[config.mk]
export PLATFORM = sky130hd
export DESIGN_NAME = heading_turn_and_hold_controller_core
export DESIGN_NICKNAME = d
export VERILOG_FILES = /design/src/design/hthc_pkg.sv /design/src/design/heading_turn_and_hold_controller_core.sv
export SDC_FILE = /design/constraint.sdc
export NUM_CORES = 1
export LEC_CHECK = 0
export ABC_AREA = 0
export BUFFER_PORTS_ARGS = -buffer_cell sky130_fd_sc_hd__buf_2
export CAP_MARGIN = 30
export CORE_ASPECT_RATIO = 0.8
export CORE_MARGIN = 8
export CORE_UTILIZATION = 52
export DETAILED_ROUTE_END_ITERATION = 7
export PLACE_DENSITY = 0.74
export SKIP_CTS_REPAIR_TIMING = 1
export SLEW_MARGIN = 20
export SYNTH_ARGS = -nofsm -noshare
export SYNTH_HDL_FRONTEND = slang
export SYNTH_SLANG_ARGS = --single-unit
[constraint.sdc]
create_clock -name clk -period 24.5 [get_ports clk]
set_input_delay 2.45 -clock clk [delete_from_list [all_inputs] [get_ports clk]]
set_output_delay 2.45 -clock clk [all_outputs]
set_load 0.005 [all_outputs]
[src/design/hthc_pkg.sv]
// ----------------------------------------------------------------------------
// hthc_pkg: heading turn-and-hold controller package
// Field widths, fixed-point heading constants, operation, segment and
// register codes shared by the controller core.
// ----------------------------------------------------------------------------
package hthc_pkg;

  // field widths
  localparam int OP_W      = 2;
  localparam int HEAD_W    = 14;
  localparam int PULSE_W   = 16;
  localparam int DELTA_W   = 12;
  localparam int SPD_W     = 9;
  localparam int TRAV_W    = 31;
  localparam int S_DATA_W  = 72;
  localparam int M_DATA_W  = 56;
  localparam int CFG_IDX_W = 3;
  localparam int CFG_W     = 16;

  // register widths
  localparam int TOL_W     = 12;
  localparam int SPEED_W   = 7;
  localparam int SETTLE_W  = 8;
  localparam int TIMEOUT_W = 16;
  localparam int TRIM_W    = 5;

  // default odometer width
  localparam int ODOMETER_BITS_DEF = 32;

  // heading fixed point: fraction bits and turn sizes
  localparam int HEADING_FRAC_BITS = 4;
  localparam int HALF_TURN = 180 << HEADING_FRAC_BITS;
  localparam int FULL_TURN = 360 << HEADING_FRAC_BITS;

  // raw heading error: goal minus heading over two full-range headings
  localparam int ERR_W = HEAD_W + 2;
  localparam int ERR_SPAN = 1 << HEAD_W;
  localparam int WRAP_STEPS = (ERR_SPAN - HALF_TURN + FULL_TURN - 1) / FULL_TURN;
  localparam logic signed [ERR_W-1:0] HALF_TURN_E     = ERR_W'(HALF_TURN);
  localparam logic signed [ERR_W-1:0] NEG_HALF_TURN_E = ERR_W'(-HALF_TURN);
  localparam logic signed [ERR_W-1:0] FULL_TURN_E     = ERR_W'(FULL_TURN);

  // magnitude of a wrapped error
  localparam int ABS_W = $clog2(HALF_TURN + 1);

  // turn speed: 0.8 * error in degrees = (4 * err) / (5 << frac)
  localparam int TURN_DIV   = 5 << HEADING_FRAC_BITS;
  localparam int TURN_NUM_W = ABS_W + 2;
  localparam int TURN_SHIFT = TURN_NUM_W + 4;
  localparam int TURN_RECIP = ((1 << TURN_SHIFT) + TURN_DIV - 1) / TURN_DIV;
  localparam int RECIP_W    = $clog2(TURN_RECIP + 1);
  localparam int TURN_Q_W   = $clog2((4 * HALF_TURN) / TURN_DIV + 1);

  // heading hold: 0.5 * error in degrees = err / (2 << frac), toward zero
  localparam int HOLD_SHIFT = HEADING_FRAC_BITS + 1;
  localparam int HOLD_BIAS  = (1 << HOLD_SHIFT) - 1;

  // straight wheel speed sum and cap
  localparam int SUM_W = SPEED_W + 3;
  localparam int STRAIGHT_SPEED_CAP = 120;

  // travelled count ceiling
  localparam logic [TRAV_W-1:0] TRAVEL_MAX = {TRAV_W{1'b1}};

  // register reset values
  localparam logic [TOL_W-1:0]     TOL_RST     = TOL_W'(48);
  localparam logic [SPEED_W-1:0]   MIN_SPD_RST = SPEED_W'(15);
  localparam logic [SPEED_W-1:0]   MAX_SPD_RST = SPEED_W'(35);
  localparam logic [SETTLE_W-1:0]  SETTLE_RST  = SETTLE_W'(20);
  localparam logic [TIMEOUT_W-1:0] TMO_RST     = TIMEOUT_W'(250);
  localparam logic [SPEED_W-1:0]   HOLD_RST    = SPEED_W'(25);
  localparam logic [SPEED_W-1:0]   CRUISE_RST  = SPEED_W'(100);
  localparam logic [TRIM_W-1:0]    TRIM_RST    = TRIM_W'(8);

  // operation codes
  typedef enum logic [OP_W-1:0] {
    OP_TICK     = 2'd0,
    OP_TURN     = 2'd1,
    OP_STRAIGHT = 2'd2
  } op_t;

  // segment kinds
  typedef enum logic [1:0] {
    KIND_IDLE     = 2'd0,
    KIND_TURN     = 2'd1,
    KIND_STRAIGHT = 2'd2
  } kind_t;

  // configuration register indexes
  typedef enum logic [CFG_IDX_W-1:0] {
    REG_TURN_TOL     = 3'd0,
    REG_TURN_MIN     = 3'd1,
    REG_TURN_MAX     = 3'd2,
    REG_SETTLE       = 3'd3,
    REG_TURN_TIMEOUT = 3'd4,
    REG_HOLD_MAX     = 3'd5,
    REG_CRUISE       = 3'd6,
    REG_LEFT_TRIM    = 3'd7
  } cfg_reg_t;

endpackage

[src/design/heading_turn_and_hold_controller_core.sv]
// ----------------------------------------------------------------------------
// heading_turn_and_hold_controller_core
// Proportional heading controller: in-place turns with settle and timeout,
// straight segments with heading hold, and wheel odometry.
// ----------------------------------------------------------------------------
// Usage
//   s_* channel: one beat per 10 ms tick or per segment start. tuser holds the
//   operation (tick, start turn, start straight); tdata holds the heading,
//   the segment targets and the encoder deltas.
//   m_* channel: one result beat per input beat, in order: wheel speeds and
//   travelled count in tdata, segment finished on tlast, turn timeout on tuser.
//   cfg_*: register writes, taken whenever cfg_write is high; write only
//   while no beat is in flight.
// Timing
//   A beat lands in the input register, the controller arithmetic is
//   combinational, and the result register loads once the result slot is free,
//   raising m_tvalid. One beat per cycle sustained while m_tready stays high;
//   the combinational path runs from the odometer saturating add through the
//   travelled mean.
// Reset and stalls
//   rst clears the valid flags of both registers, the segment state (idle) and the odometers and
//   loads the register defaults. While m_tready is low the result is held and
//   one more beat may wait in the input register, then s_tready drops.
// ----------------------------------------------------------------------------
module heading_turn_and_hold_controller_core #(
  parameter int ODOMETER_BITS = hthc_pkg::ODOMETER_BITS_DEF
) (
  input  logic                             clk,
  input  logic                             rst,
  // slave stream
  input  logic                             s_tvalid,
  output logic                             s_tready,
  // heading[13:0], target_heading[27:14], target_pulses[43:28],
  // lenc_step[55:44], renc_step[67:56], zero pad[71:68]
  input  logic [hthc_pkg::S_DATA_W-1:0]    s_tdata,
  // op[1:0]
  input  logic [hthc_pkg::OP_W-1:0]        s_tuser,
  // master stream
  output logic                             m_tvalid,
  input  logic                             m_tready,
  // lwheel_cmd[8:0], rwheel_cmd[17:9], travelled_pulses[48:18], zero pad[55:49]
  output logic [hthc_pkg::M_DATA_W-1:0]    m_tdata,
  // segment_done
  output logic                             m_tlast,
  // timed_out
  output logic                             m_tuser,
  // configuration writes
  input  logic                             cfg_write,
  input  logic [hthc_pkg::CFG_IDX_W-1:0]   cfg_index,
  input  logic [hthc_pkg::CFG_W-1:0]       cfg_data
);
  import hthc_pkg::*;

  localparam int ODO_W = ODOMETER_BITS;
  localparam int EXT_W = (ODO_W > TRAV_W) ? ODO_W : TRAV_W;
  localparam logic signed [ODO_W-1:0] ODO_MAX = {1'b0, {(ODO_W-1){1'b1}}};
  localparam logic signed [ODO_W-1:0] ODO_MIN = {1'b1, {(ODO_W-1){1'b0}}};

  // configuration registers
  logic [TOL_W-1:0]     turn_tolerance;
  logic [SPEED_W-1:0]   turn_min_speed;
  logic [SPEED_W-1:0]   turn_max_speed;
  logic [SETTLE_W-1:0]  settle_ticks;
  logic [TIMEOUT_W-1:0] turn_timeout_ticks;
  logic [SPEED_W-1:0]   hold_max_correction;
  logic [SPEED_W-1:0]   cruise_speed;
  logic [TRIM_W-1:0]    left_trim;

  // input register
  logic                       in_vld;
  logic [OP_W-1:0]            in_op;
  logic signed [HEAD_W-1:0]   in_heading;
  logic signed [HEAD_W-1:0]   in_target_heading;
  logic [PULSE_W-1:0]         in_target_pulses;
  logic signed [DELTA_W-1:0]  in_lenc_step;
  logic signed [DELTA_W-1:0]  in_renc_step;

  // controller state
  kind_t                      kind, kind_next;
  logic signed [HEAD_W-1:0]   goal_heading, goal_heading_next;
  logic [PULSE_W-1:0]         goal_pulses, goal_pulses_next;
  logic [SETTLE_W-1:0]        settle_count, settle_count_next;
  logic [TIMEOUT_W-1:0]       timeout_count, timeout_count_next;
  logic signed [ODO_W-1:0]    left_odometer, left_odometer_next;
  logic signed [ODO_W-1:0]    right_odometer, right_odometer_next;

  // result register
  logic signed [SPD_W-1:0]    res_left, res_left_next;
  logic signed [SPD_W-1:0]    res_right, res_right_next;
  logic                       res_done, res_done_next;
  logic                       res_tmo, res_tmo_next;
  logic [TRAV_W-1:0]          res_trav, res_trav_next;

  // handshake
  logic out_free;
  logic advance;
  logic s_fire;

  // datapath
  logic signed [ERR_W-1:0]      err_raw;
  logic signed [ERR_W-1:0]      err_wrap;
  logic [ERR_W-1:0]             err_mag;
  logic [ABS_W-1:0]             err_abs;
  logic                         in_band;
  logic [TURN_NUM_W-1:0]        turn_num;
  logic [TURN_NUM_W+RECIP_W-1:0] turn_prod;
  logic [TURN_Q_W-1:0]          turn_q;
  logic [TURN_Q_W-1:0]          turn_hi;
  logic [SPEED_W-1:0]           turn_spd;
  logic signed [SPD_W-1:0]      turn_pos;
  logic signed [ERR_W-1:0]      err_biased;
  logic signed [ERR_W-1:0]      corr_raw;
  logic signed [ERR_W-1:0]      lim_pos;
  logic signed [ERR_W-1:0]      lim_neg;
  logic signed [ERR_W-1:0]      corr_lim;
  logic signed [SUM_W-1:0]      corr;
  logic signed [SUM_W-1:0]      cruise_s;
  logic signed [SUM_W-1:0]      lsum;
  logic signed [SUM_W-1:0]      rsum;
  logic [SPEED_W-1:0]           lclamp;
  logic [SPEED_W-1:0]           rclamp;
  logic signed [SPD_W-1:0]      hold_left;
  logic signed [SPD_W-1:0]      hold_right;
  logic signed [ODO_W:0]        lodo_sum;
  logic signed [ODO_W:0]        rodo_sum;
  logic signed [ODO_W-1:0]      lodo_sat;
  logic signed [ODO_W-1:0]      rodo_sat;
  logic signed [ODO_W-1:0]      lodo_upd;
  logic signed [ODO_W-1:0]      rodo_upd;
  logic [ODO_W-1:0]             lodo_mag;
  logic [ODO_W-1:0]             rodo_mag;
  logic [ODO_W:0]               mag_sum;
  logic [EXT_W-1:0]             mean_ext;
  logic [TRAV_W-1:0]            trav;
  logic                         trav_reached;
  logic [SETTLE_W-1:0]          settle_inc;

  // register writes
  always_ff @(posedge clk) begin
    if (rst) begin
      turn_tolerance      <= TOL_RST;
      turn_min_speed      <= MIN_SPD_RST;
      turn_max_speed      <= MAX_SPD_RST;
      settle_ticks        <= SETTLE_RST;
      turn_timeout_ticks  <= TMO_RST;
      hold_max_correction <= HOLD_RST;
      cruise_speed        <= CRUISE_RST;
      left_trim           <= TRIM_RST;
    end else if (cfg_write) begin
      unique case (cfg_reg_t'(cfg_index))
        REG_TURN_TOL:     turn_tolerance      <= cfg_data[TOL_W-1:0];
        REG_TURN_MIN:     turn_min_speed      <= cfg_data[SPEED_W-1:0];
        REG_TURN_MAX:     turn_max_speed      <= cfg_data[SPEED_W-1:0];
        REG_SETTLE:       settle_ticks        <= cfg_data[SETTLE_W-1:0];
        REG_TURN_TIMEOUT: turn_timeout_ticks  <= cfg_data[TIMEOUT_W-1:0];
        REG_HOLD_MAX:     hold_max_correction <= cfg_data[SPEED_W-1:0];
        REG_CRUISE:       cruise_speed        <= cfg_data[SPEED_W-1:0];
        REG_LEFT_TRIM:    left_trim           <= cfg_data[TRIM_W-1:0];
      endcase
    end
  end

  // handshake: input register moves on whenever the result slot is free
  assign out_free = !m_tvalid || m_tready;
  assign advance  = in_vld && out_free;
  assign s_tready = !in_vld || out_free;
  assign s_fire   = s_tvalid && s_tready;

  // input register
  always_ff @(posedge clk) begin
    if (rst) begin
      in_vld <= 1'b0;
    end else if (s_fire) begin
      in_vld <= 1'b1;
    end else if (advance) begin
      in_vld <= 1'b0;
    end
  end

  always_ff @(posedge clk) begin
    if (s_fire) begin
      in_op             <= s_tuser;
      in_heading        <= s_tdata[13:0];
      in_target_heading <= s_tdata[27:14];
      in_target_pulses  <= s_tdata[43:28];
      in_lenc_step      <= s_tdata[55:44];
      in_renc_step      <= s_tdata[67:56];
    end
  end

  // heading error wrapped into plus or minus half a turn
  always_comb begin
    err_raw  = ERR_W'(goal_heading) - ERR_W'(in_heading);
    err_wrap = err_raw;
    for (int i = 0; i < WRAP_STEPS; i++) begin
      if (err_wrap > HALF_TURN_E) begin
        err_wrap = err_wrap - FULL_TURN_E;
      end else if (err_wrap < NEG_HALF_TURN_E) begin
        err_wrap = err_wrap + FULL_TURN_E;
      end
    end
    err_mag = err_wrap[ERR_W-1] ? ERR_W'(-err_wrap) : ERR_W'(err_wrap);
    err_abs = err_mag[ABS_W-1:0];
    in_band = err_abs <= turn_tolerance;
  end

  // turn speed: 0.8 per degree of error via reciprocal multiply, then clamp
  always_comb begin
    turn_num  = {err_abs, 2'b00};
    turn_prod = (TURN_NUM_W+RECIP_W)'(turn_num) * (TURN_NUM_W+RECIP_W)'(TURN_RECIP);
    turn_q    = turn_prod[TURN_SHIFT +: TURN_Q_W];
    turn_hi   = (turn_q > TURN_Q_W'(turn_max_speed)) ? TURN_Q_W'(turn_max_speed) : turn_q;
    turn_spd  = (turn_hi < TURN_Q_W'(turn_min_speed)) ? turn_min_speed
                                                      : turn_hi[SPEED_W-1:0];
    turn_pos  = SPD_W'(turn_spd);
  end

  // heading hold: 0.5 per degree of error, truncated toward zero, then limited and applied around cruise
  always_comb begin
    err_biased = err_wrap + (err_wrap[ERR_W-1] ? ERR_W'(HOLD_BIAS) : ERR_W'(0));
    corr_raw   = err_biased >>> HOLD_SHIFT;
    lim_pos    = ERR_W'(hold_max_correction);
    lim_neg    = -lim_pos;
    if (corr_raw > lim_pos) begin
      corr_lim = lim_pos;
    end else if (corr_raw < lim_neg) begin
      corr_lim = lim_neg;
    end else begin
      corr_lim = corr_raw;
    end
    corr     = corr_lim[SUM_W-1:0];
    cruise_s = SUM_W'(cruise_speed);
    lsum     = cruise_s + corr;
    rsum     = cruise_s - corr;
    if (lsum < 0) begin
      lclamp = '0;
    end else if (lsum > SUM_W'(STRAIGHT_SPEED_CAP)) begin
      lclamp = SPEED_W'(STRAIGHT_SPEED_CAP);
    end else begin
      lclamp = lsum[SPEED_W-1:0];
    end
    if (rsum < 0) begin
      rclamp = '0;
    end else if (rsum > SUM_W'(STRAIGHT_SPEED_CAP)) begin
      rclamp = SPEED_W'(STRAIGHT_SPEED_CAP);
    end else begin
      rclamp = rsum[SPEED_W-1:0];
    end
    hold_left  = SPD_W'(lclamp) + SPD_W'(left_trim);
    hold_right = SPD_W'(rclamp);
  end

  // odometers: saturating accumulate on ticks, then mean absolute count
  always_comb begin
    lodo_sum = (ODO_W+1)'(left_odometer) + (ODO_W+1)'(in_lenc_step);
    rodo_sum = (ODO_W+1)'(right_odometer) + (ODO_W+1)'(in_renc_step);
    if (lodo_sum[ODO_W] != lodo_sum[ODO_W-1]) begin
      lodo_sat = lodo_sum[ODO_W] ? ODO_MIN : ODO_MAX;
    end else begin
      lodo_sat = lodo_sum[ODO_W-1:0];
    end
    if (rodo_sum[ODO_W] != rodo_sum[ODO_W-1]) begin
      rodo_sat = rodo_sum[ODO_W] ? ODO_MIN : ODO_MAX;
    end else begin
      rodo_sat = rodo_sum[ODO_W-1:0];
    end
    lodo_upd = (in_op == OP_TICK) ? lodo_sat : left_odometer;
    rodo_upd = (in_op == OP_TICK) ? rodo_sat : right_odometer;
    lodo_mag = lodo_upd[ODO_W-1] ? ODO_W'(-lodo_upd) : ODO_W'(lodo_upd);
    rodo_mag = rodo_upd[ODO_W-1] ? ODO_W'(-rodo_upd) : ODO_W'(rodo_upd);
    mag_sum  = {1'b0, lodo_mag} + {1'b0, rodo_mag};
    mean_ext = EXT_W'(mag_sum[ODO_W:1]);
    trav     = (mean_ext > EXT_W'(TRAVEL_MAX)) ? TRAVEL_MAX : mean_ext[TRAV_W-1:0];
    trav_reached = trav >= TRAV_W'(goal_pulses);
  end

  // segment control and result selection
  always_comb begin
    settle_inc = (settle_count == {SETTLE_W{1'b1}}) ? settle_count
                                                    : settle_count + SETTLE_W'(1);
    kind_next           = kind;
    goal_heading_next   = goal_heading;
    goal_pulses_next    = goal_pulses;
    settle_count_next   = settle_count;
    timeout_count_next  = timeout_count;
    left_odometer_next  = lodo_upd;
    right_odometer_next = rodo_upd;
    res_left_next       = '0;
    res_right_next      = '0;
    res_done_next       = 1'b0;
    res_tmo_next        = 1'b0;
    res_trav_next       = trav;
    case (in_op) inside
      OP_TURN, OP_STRAIGHT: begin
        kind_next           = (in_op == OP_TURN) ? KIND_TURN : KIND_STRAIGHT;
        goal_heading_next   = in_target_heading;
        goal_pulses_next    = in_target_pulses;
        settle_count_next   = '0;
        timeout_count_next  = turn_timeout_ticks;
        left_odometer_next  = '0;
        right_odometer_next = '0;
        res_trav_next       = '0;
      end
      OP_TICK: begin
        case (kind)
          KIND_TURN: begin
            if (timeout_count == '0) begin
              res_done_next = 1'b1;
              res_tmo_next  = 1'b1;
            end else begin
              timeout_count_next = timeout_count - TIMEOUT_W'(1);
              if (in_band) begin
                settle_count_next = settle_inc;
                res_done_next     = settle_inc >= settle_ticks;
              end else begin
                settle_count_next = '0;
                res_left_next     = (err_wrap > 0) ? turn_pos : -turn_pos;
                res_right_next    = (err_wrap > 0) ? -turn_pos : turn_pos;
              end
            end
            // finished turn: back to idle with clean odometers
            if (res_done_next) begin
              kind_next           = KIND_IDLE;
              left_odometer_next  = '0;
              right_odometer_next = '0;
            end
          end
          KIND_STRAIGHT: begin
            if (trav_reached) begin
              res_done_next = 1'b1;
              kind_next     = KIND_IDLE;
            end else begin
              res_left_next  = hold_left;
              res_right_next = hold_right;
            end
          end
          default: begin
          end
        endcase
      end
      default: begin
      end
    endcase
  end

  // segment state
  always_ff @(posedge clk) begin
    if (rst) begin
      kind           <= KIND_IDLE;
      goal_heading   <= '0;
      goal_pulses    <= '0;
      settle_count   <= '0;
      timeout_count  <= '0;
      left_odometer  <= '0;
      right_odometer <= '0;
    end else if (advance) begin
      kind           <= kind_next;
      goal_heading   <= goal_heading_next;
      goal_pulses    <= goal_pulses_next;
      settle_count   <= settle_count_next;
      timeout_count  <= timeout_count_next;
      left_odometer  <= left_odometer_next;
      right_odometer <= right_odometer_next;
    end
  end

  // result register
  always_ff @(posedge clk) begin
    if (rst) begin
      m_tvalid <= 1'b0;
    end else if (advance) begin
      m_tvalid <= 1'b1;
    end else if (m_tready) begin
      m_tvalid <= 1'b0;
    end
  end

  always_ff @(posedge clk) begin
    if (advance) begin
      res_left  <= res_left_next;
      res_right <= res_right_next;
      res_done  <= res_done_next;
      res_tmo   <= res_tmo_next;
      res_trav  <= res_trav_next;
    end
  end

  assign m_tdata = {(M_DATA_W - TRAV_W - 2*SPD_W)'(0), res_trav, res_right, res_left};
  assign m_tlast = res_done;
  assign m_tuser = res_tmo;

  // a timeout always closes the segment
  a_tmo_done: assert property (@(posedge clk) disable iff (rst)
    m_tvalid && m_tuser |-> m_tlast)
    else $error("timed_out without segment_done");

  // a finished segment leaves the controller idle
  a_done_idle: assert property (@(posedge clk) disable iff (rst)
    advance && res_done_next |=> kind == KIND_IDLE)
    else $error("segment finished but kind not idle");

  // start items report zero speeds and zero travel
  a_start_zero: assert property (@(posedge clk) disable iff (rst)
    advance && (in_op == OP_TURN || in_op == OP_STRAIGHT) |=>
      res_left == '0 && res_right == '0 && res_trav == '0 && !res_done)
    else $error("start item result not cleared");

  // an expired turn timer ends the turn by timeout on the next tick
  a_timeout: assert property (@(posedge clk) disable iff (rst)
    advance && in_op == OP_TICK && kind == KIND_TURN && timeout_count == '0 |=>
      m_tvalid && m_tuser && m_tlast)
    else $error("expired turn did not time out");

  // nothing is in flight right after reset
  a_reset_empty: assert property (@(posedge clk) disable iff (rst)
    $past(rst) |-> !m_tvalid && !in_vld)
    else $error("pipeline not empty after reset");

endmodule
==> flow_metrics.py <==
metrics = {
    "global_routing": {
        "grt_usage": 0.2291,
        "met3_usage": 0.03596,
        "grt_pass1_vias": 22174,
        "globalRouteOverflowTotal": 0,
        "top_usage_layer": "met2",
        "grt_pass1_wl_um": 114400,
        "gr-usage-met2": 0.3577,
        "antenna_found_initial": 3,
        "met1_usage": 0.3292,
        "grt_max_degree": 111,
    },
    "floorplan": {
        "coreArea_mm2": 0.05208,
        "initial_core_util": 0.5231,
        "dieArea_mm2": 0.06002,
        "die_w_um": 271.9,
        "num_rows": 75,
        "chipHeight_um": 220.7,
        "io_pins": 158,
    },
    "min_path": {
        "hp-start": "goal_pulses[14]",
        "worstHoldPathCells": 2,
        "hold_path.class": "register to register",
        "holdPathEnd": "goal_pulses[14]",
    },
    "routing": {
        "via_per_inst": 5.751,
        "routed-via-count": 23666,
        "wirelength_um": 70700,
        "drc": 0,
        "drtIter0Drc": 2093,
        "ant_nets": 0,
        "first_pass_iters": 6,
        "routedWlPerCell_um": 17.18,
    },
    "synth": {
        "ys.flop_type": "dfxtp_1",
        "postSynthCellCount": 3309,
        "synthTopCellsByArea": "ha_1, dfxtp_1, edfxtp_1",
        "synth_top_family_by_area": "compound AO/OA/AOI/OAI gates",
        "synth_compound_area_frac": 0.2204,
        "synth-adder-area-share": 0.1750,
        "syn_area_per_cell_um2": 8.234,
        "synthMuxAreaShare": 0.02053,
        "synthSimpleGateAreaFrac": 0.1804,
        "synth_top_area_cell": "ha_1",
        "synth_seq_cells": 312,
        "synth_top_area_frac": 0.1419,
        "synth_cell_types": 115,
        "async_flop_share": 0,
        "syn-cell-area_mm2": 0.02725,
        "synth_seq_area_share": 0.2737,
        "yosys.area_share.xor_xnor": 0.07104,
        "synth_warnings": 0,
        "synth_edf_count": 121,
    },
    "timing": {
        "finalSetupViolations": 0,
        "hold_viol_final": 0,
        "hold_ws_ns": 0.4542,
        "rsz0062_at_grt": "false",
        "fin_skew_ns": 0.02058,
        "tightest_slew_ns": 0.9497,
        "final.setup.tns_ns": 0,
        "slew_headroom": 0.3669,
        "timing.final.crit_share": 0.6583,
        "slew_violations": 0,
        "max_freq_mhz": 62.00,
        "period_needed_ns": 16.13,
    },
    "critical_path": {
        "rr_endpoint": "res_right[6]",
        "crit_required_ns": 24.90,
        "crit_path_end_kind": "register",
        "r2r_start": "in_lenc_step[1]",
        "crit_path_max_incr_delay_ns": 0.62,
        "critPathMaxFanout": 29,
        "path_common_cell": "a21oi_1",
        "worst_r2r_path_depth": 70,
        "critPathKind": "register to register",
        "cpMaxStageDelayCell": "a2111oi_0",
        "crit_arrival_ns": 16.53,
        "critPathLaunchType": "register",
        "r2r_slack_ns": 8.37,
    },
    "placement": {
        "dp_hpwl_um": 53410,
        "place_congestion": 0.9241,
        "io_buffers": 146,
    },
    "clocking": {
        "cts_max_level": 2,
        "path_clk_slew_ns": 0.06,
        "clock_latency_ns": 0.56,
        "clockBufferDepth": 3,
        "cts_sinks": 312,
        "cts_buffers": 37,
        "root_buffer": "clkbuf_16",
        "cts_tree": "yes",
    },
    "status": {
        "run_status": "completed",
    },
    "layout": {
        "fillers": 4817,
        "area_growth_pct": 9.584,
        "fin_nets": 3845,
        "drive_gt1_frac": 0.1002,
        "num_antenna_cells": 0,
    },
    "run": {
        "cap_violations": 0,
    },
}
## layout make-up
class | instances | area [um2] | share of cell area
tap | 693 | 867.1 | 0.02904
timing repair buffer | 178 | 996.0 | 0.03336
clock inverter | 18 | 215.2 | 0.007208
inverter | 272 | 1026 | 0.03436
sequential | 312 | 7457 | 0.2498
multi-input combinational | 2592 | 18260 | 0.6116
clock buffer | 50 | 1035 | 0.03466
## per-layer routing
metal / vias to the layer above / share of wire
met5: - / 0.00050
met4: 6 / 0.021
met3: 89 / 0.062
met2: 674 / 0.43
met1: 11022 / 0.49
li1: 11875 / -
## cell families after synthesis
kind of cell	after synthesis
simple gates	1052
compound gates	913
buf+inv	411
fa+ha+maj	354
flops	312
xor+xnor	212
mux	54
other cells	1
## worst max-delay path: cells and delay by family, from the launching register on
| family | cells | cell delay [ns] |
|---|---|---|
| DFF | 1 | 0.43 |
| xor gates and xnor gates | 2 | 0.35 |
| adders and majority gates | 4 | 1.31 |
| and+or+nand+nor | 21 | 4.18 |
| buffers and inverters | 3 | 1.05 |
| AOI/OAI and AO/OA | 40 | 8.60 |
## cells in the mapped netlist, types with 12 or more instances
| cell type | number |
|---|---|
| mux2_2 | 15 |
| nor4_1 | 15 |
| nor2b_1 | 36 |
| nor2_1 | 355 |
| ha_1 | 309 |
| a21oi_1 | 305 |
| and3_1 | 27 |
| o31ai_1 | 14 |
| a22oi_1 | 61 |
| edfxtp_1 | 121 |
| nor3_1 | 60 |
| o21a_1 | 42 |
| o211ai_1 | 44 |
| xor2_1 | 57 |
| mux2i_1 | 39 |
| clkbuf_1 | 113 |
| or3_1 | 24 |
| inv_1 | 268 |
| nand2_1 | 302 |
| and2_1 | 32 |
| fa_1 | 45 |
| xnor2_1 | 146 |
| nand4_1 | 28 |
| o21bai_1 | 29 |
| nand2b_1 | 45 |
| a211o_1 | 12 |
| or2_2 | 14 |
| nand3_1 | 57 |
| a21o_1 | 71 |
| o22ai_1 | 16 |
| dfxtp_1 | 191 |
| a211oi_1 | 16 |
| a31oi_1 | 37 |
| o21ai_0 | 148 |
## per-stage QoR
step / setup slack [ns] / util / area (um2) / instances
after floorplan: 10.65 / - / 27270 / 3315
after global placement: 8.505 / 0.5479 / 28540 / 4041
after detailed placement: 8.347 / 0.5486 / 28570 / 4043
after CTS: 8.330 / 0.5726 / 29820 / 4111
after global routing: 7.267 / 0.5733 / 29860 / 4115
final: 8.371 / 0.5733 / 29860 / 4115
## cells in the final DEF, fill, tap and decap left out, types with 39 or more instances in the layout
cell      Yosys  routed
a21o_1       71      71
a21oi_1     305     305
a22oi_1      61      61
buf_2         6     145
dfxtp_1     191     191
edfxtp_1    121     121
fa_1         45      45
ha_1        309     308
inv_1       268     267
mux2i_1      39      39
nand2_1     302     302
nand2b_1     45      44
nand3_1      57      57
nor2_1      355     354
nor3_1       60      59
o211ai_1     44      44
o21a_1       42      42
o21ai_0     148     147
xnor2_1     146     146
xor2_1       57      57
## registers in the layout, indices dropped and copies added (netlist names), 9 cells and up
| register | cells |
|---|---|
| res_trav | 31 |
| left_odometer | 32 |
| in_lenc_step | 12 |
| in_target_pulses | 16 |
| in_heading | 14 |
| turn_tolerance | 12 |
| in_target_heading | 14 |
| turn_timeout_ticks | 16 |
| res_right | 9 |
| timeout_count | 16 |
| right_odometer | 32 |
| in_renc_step | 12 |
| goal_pulses | 16 |
| goal_heading | 14 |
| res_left | 9 |
## worst max-delay path by stage
stage	to	startpoint	cells after the start
floorplan	res_right[6]	goal_heading[0]	64
global placement	res_left[6]	goal_heading[0]	60
detailed placement	res_left[6]	goal_heading[0]	60
CTS	res_left[6]	goal_heading[0]	60
global route	res_right[6]	in_renc_step[1]	72
finish	res_right[6]	in_lenc_step[1]	70
Power is not shown: default switching activity piles up to over one toggle a cycle in this logic, so the estimate is an artifact.
